### src/hdl/wli_div.sv
module wli_div #(
  parameter int DW = 48,
  parameter int VW = 32
) (
  input  logic          clk,
  input  logic          rst_n,
  input  logic          start,
  input  logic [DW-1:0] dividend,
  input  logic [VW-1:0] divisor,
  output logic          done,
  output logic [DW-1:0] quotient
);

  localparam int CW = $clog2(DW + 1);

  logic          busy_r, busy_nxt;
  logic          done_r, done_nxt;
  logic [CW-1:0] cnt_r, cnt_nxt;
  logic [VW-1:0] rem_r, rem_nxt;
  logic [DW-1:0] quo_r, quo_nxt;
  logic [VW-1:0] dvs_r, dvs_nxt;
  logic [VW:0]   rem_sh;
  logic          ge;

  assign rem_sh = {rem_r, quo_r[DW-1]};
  assign ge     = rem_sh >= {1'b0, dvs_r};

  always_comb begin
    busy_nxt = busy_r;
    done_nxt = 1'b0;
    cnt_nxt  = cnt_r;
    rem_nxt  = rem_r;
    quo_nxt  = quo_r;
    dvs_nxt  = dvs_r;
    if (start) begin
      busy_nxt = 1'b1;
      cnt_nxt  = CW'(DW);
      rem_nxt  = '0;
      quo_nxt  = dividend;
      dvs_nxt  = divisor;
    end else if (busy_r) begin
      rem_nxt = ge ? VW'(rem_sh - {1'b0, dvs_r}) : VW'(rem_sh);
      quo_nxt = {quo_r[DW-2:0], ge};
      cnt_nxt = cnt_r - CW'(1);
      if (cnt_r == CW'(1)) begin
        busy_nxt = 1'b0;
        done_nxt = 1'b1;
      end
    end
  end

  always_ff @(posedge clk) begin
    if (!rst_n) begin
      busy_r <= 1'b0;
      done_r <= 1'b0;
      cnt_r  <= '0;
    end else begin
      busy_r <= busy_nxt;
      done_r <= done_nxt;
      cnt_r  <= cnt_nxt;
    end
    rem_r <= rem_nxt;
    quo_r <= quo_nxt;
    dvs_r <= dvs_nxt;
  end

  assign done     = done_r;
  assign quotient = quo_r;

endmodule

### config.mk
export PLATFORM = sky130hd
export DESIGN_NAME = wli_div
export DESIGN_NICKNAME = d
export VERILOG_FILES = /design/src/hdl/wli_div.sv
export SDC_FILE = /design/constraint.sdc
export NUM_CORES = 1
export LEC_CHECK = 0
export ABC_AREA = 1
export BUFFER_PORTS_ARGS = -buffer_cell sky130_fd_sc_hd__buf_2
export CAP_MARGIN = 20
export CORE_ASPECT_RATIO = 0.8
export CORE_MARGIN = 1.5
export CORE_UTILIZATION = 57
export CTS_CLUSTER_DIAMETER = 120
export DETAILED_ROUTE_END_ITERATION = 16
export GPL_TIMING_DRIVEN = 1
export HOLD_SLACK_MARGIN = 0.06
export PLACE_DENSITY = 0.89
export SYNTH_ARGS = -nofsm -noshare
export SYNTH_HDL_FRONTEND = slang
export SYNTH_SLANG_ARGS = --single-unit
### constraint.sdc
create_clock -name clk -period 4 [get_ports clk]
set_clock_uncertainty 0.1 [all_clocks]
set_input_delay 0.8 -clock clk [delete_from_list [all_inputs] [get_ports clk]]
set_output_delay 0.8 -clock clk [all_outputs]
set_load 0.01 [all_outputs]
==> key figures <==
Run status
  – Status: complete, no violations

STA
  – Minimum clock period: 2950 ps
  – Worst-Margin Slew: 745 ps
  – Final Hold Fails: 0
  – RSZ-0062 raised after global routing: no
  – Final-report max-slew violation count: 0
  – Fin Setup TNS: 0 ps
  – Final setup violation count: 0
  – Slew HR: 50.2%
  – Final hold slack: 373 ps
  – Fin crit share: 73.8%
  – Fmax achieved: between 0.3 and 0.4 GHz

Final layout
  – Filler cell count: 1073
  – Final Util: ~69%
  – Layout cells sized above 1: 15.4%
  – Finished Layout Cells: 1364
  – Area occupied by registers: 0.00320 mm2
  – Area of the multi-input gates: 0.00343 mm2
  – Ant. Diodes: 0
  – Final nets: 1294
  – Area Overhead vs Synth: 18.6%

Logic synthesis
  – Ys async rst share: 0%
  – Seq cells post-synth: 120
  – Cell area after synthesis: ~0.0074 mm2
  – Sequential fraction of the synthesis area: 43.1%
  – Post-synth EDFFs: 80
  – Mapped Nets: 1161
  – Post-synth top flop: edfxtp_1
  – Synth Instances: 1043
  – Yosys warning total: 0
  – Mean Syn Cell Area: 7.12 um2
  – Synth unique cells: 33

Clocking
  – Quantity of hold-fixing buffers added after cts: 0
  – CTS buffer count: 17
  – Worst-skew pair later-pin latency: 420 ps
  – CTS tree: done
  – CTS Buffer Depth: 2
  – Clock sinks: 120
  – Clk pin slew, worst setup/hold paths: 60 ps
  – Setup bufs post-CTS: 0
  – Clock root cell: clkbuf_16
  – CTS resizes: 0
  – H-tree Lvls: 4

Routing
  – ANT nets after route: 0
  – Wire per inst: 14.4 um
  – Iteration-0 DRC Markers: 694
  – Vias per inst: approximately 5.2
  – DR vias: 7055
  – DR pass1 iterations: 5
  – Routed Wire Length: ~20 mm
  – DRC violations left: 0

Global routing
  – Gr usage total: 30.2%
  – GR Layer Usage met1: 42.4%
  – Largest net degree at the start of global routing: 54
  – Met2 usage: between 40% and 50%
  – GR Overflow Total: 0
  – Most utilized layer in the global route result: met2
  – Number of global-route vias before repair: 6569
  – Met3 Track Usage GR: under 10%
  – First-pass GRT wire length: 31.8 mm
  – Antenna violations before repair: 0

Placement
  – Detailed placement HPWL: roughly 14 mm
  – Routability Congestion: 0.979
  – Number of buffers added on ports: 131
  – Placed Cells: 1332

Flow run
  – Max-Cap Viols: 0

Critical path
  – CP startpoint kind: flop
  – Worst-path fanout max: 32
  – Arr. time, crit path: between 3000 and 4000 ps
  – Setup CP Type: reg2reg
  – CP endpoint kind: flop
  – CP required: 4240 ps

Pwr
  – PwrDens: 387 mW/mm2
  – VDD IR max: 0.306 mV
  – Pwr Total: 3.41 mW
  – Lkg Pwr: about 4.8 nW

Floorplan
  – Die H: roughly 110 um
  – IO Count: roughly 130
  – Initial Util: slightly below 60%
  – Core area: 0.0128 mm2
  – Die area: 0.0137 mm2
  – Die Wd: ~130 um
  – Num rows: 37

Min path
  – Min-Delay Path Class: reg2reg
[cells in the final DEF (no fill, tap or decap), types with 5 or more instances in the layout]
cell type / netlist / routed
nor3_1: 6 / 6
edfxtp_1: 80 / 80
nand3b_1: 23 / 23
nor2_1: 53 / 52
ha_1: 34 / 34
buf_2: 6 / 131
a21oi_1: 20 / 20
nand2_2: 5 / 5
o21ai_1: 15 / 15
clkbuf_16: 0 / 17
buf_4: 3 / 9
xnor2_1: 15 / 15
nand2_1: 454 / 454
inv_1: 175 / 174
nand3_1: 71 / 71
dfxtp_1: 40 / 40
[cells in the mapped netlist (4+ instances only)]
cell type / instances / area share [%]
nand2_1: 454 / 23
inv_1: 175 / 8.8
edfxtp_1: 80 / 32
nand3_1: 71 / 4.8
nor2_1: 53 / 2.7
dfxtp_1: 40 / 11
ha_1: 34 / 5.7
nand3b_1: 23 / 2.3
a21oi_1: 20 / 1.3
o21ai_1: 15 / 1.0
xnor2_1: 15 / 1.8
clkbuf_1: 13 / 0.66
buf_2: 6 / 0.40
nor3_1: 6 / 0.40
nand2_2: 5 / 0.42
o21bai_1: 4 / 0.40
[registers in the layout, indices dropped and copies added, names as in the netlist]
signal / flops
busy_r: 1
cnt_r: 6
done: 1
dvs_r: 32
quotient: 48
rem_r: 32
[worst max-delay path: stages (launching register included)]
cell and delay, ps:
dfxtp_1 430, ha_1 340, nand2_1 110, nand2_1 70
nand2_1 60, nand2_1 70, inv_1 60, nand2_1 60
nand2_1 60, nand2_1 80, a21oi_4 600, nand2_4 440
nand2_1 190, nand3_1 90, o21ai_1 100
[power by group]
part	total, mW	leakage [nW]	switching, mW	internal (mW)
clock network	1.54	0.287	0.614	0.922
logic	0.404	3.36	0.254	0.151
registers	1.47	1.13	0.0434	1.42
[final timing paths]
kind                                 from         to  cells after the start  slack (ps)
worst max register to register  rem_r[21]  rem_r[18]                     14        1050
worst min-delay path            rem_r[26]  rem_r[26]                      2         370
worst max-delay path            rem_r[21]  rem_r[18]                     14        1050
worst min register to register  rem_r[26]  rem_r[26]                      2         370
[through the flow]
stage,instance area [um2],setup WS [ps]
detailed placement,8240,1120
global placement,8240,1290
finish,8810,1050
CTS,8810,1090
global route,8810,807
floorplan,7430,600
[cell families after synthesis]
logic type / count (synthesis) / share of synthesized area [%]
simple gates: 621 / 34.5
buf+inv: 202 / 10.8
xor+xnor: 17 / 2.00
flops: 120 / 43.1
compound gates: 48 / 3.65
fa+ha+maj: 35 / 5.99
[cell type report]
| class | instances | share of cell area, % |
|---|---|---|
| repair buffers | 140 | 8.20 |
| well taps | 175 | 2.48 |
| multi-input cells | 721 | 38.9 |
| flip-flops and latches | 120 | 36.3 |
| clock inverters | 14 | 1.69 |
| inverters | 176 | 7.49 |
| clock buffers | 18 | 4.87 |
[routing by layer]
metal | up-vias | share of wire, %
met1 | 3148 | 44
met5 | - | 0
li1 | 3502 | -
met3 | 39 | 11
met2 | 366 | 43
met4 | 0 | 2.1
(Power assumes the default switching activity.)
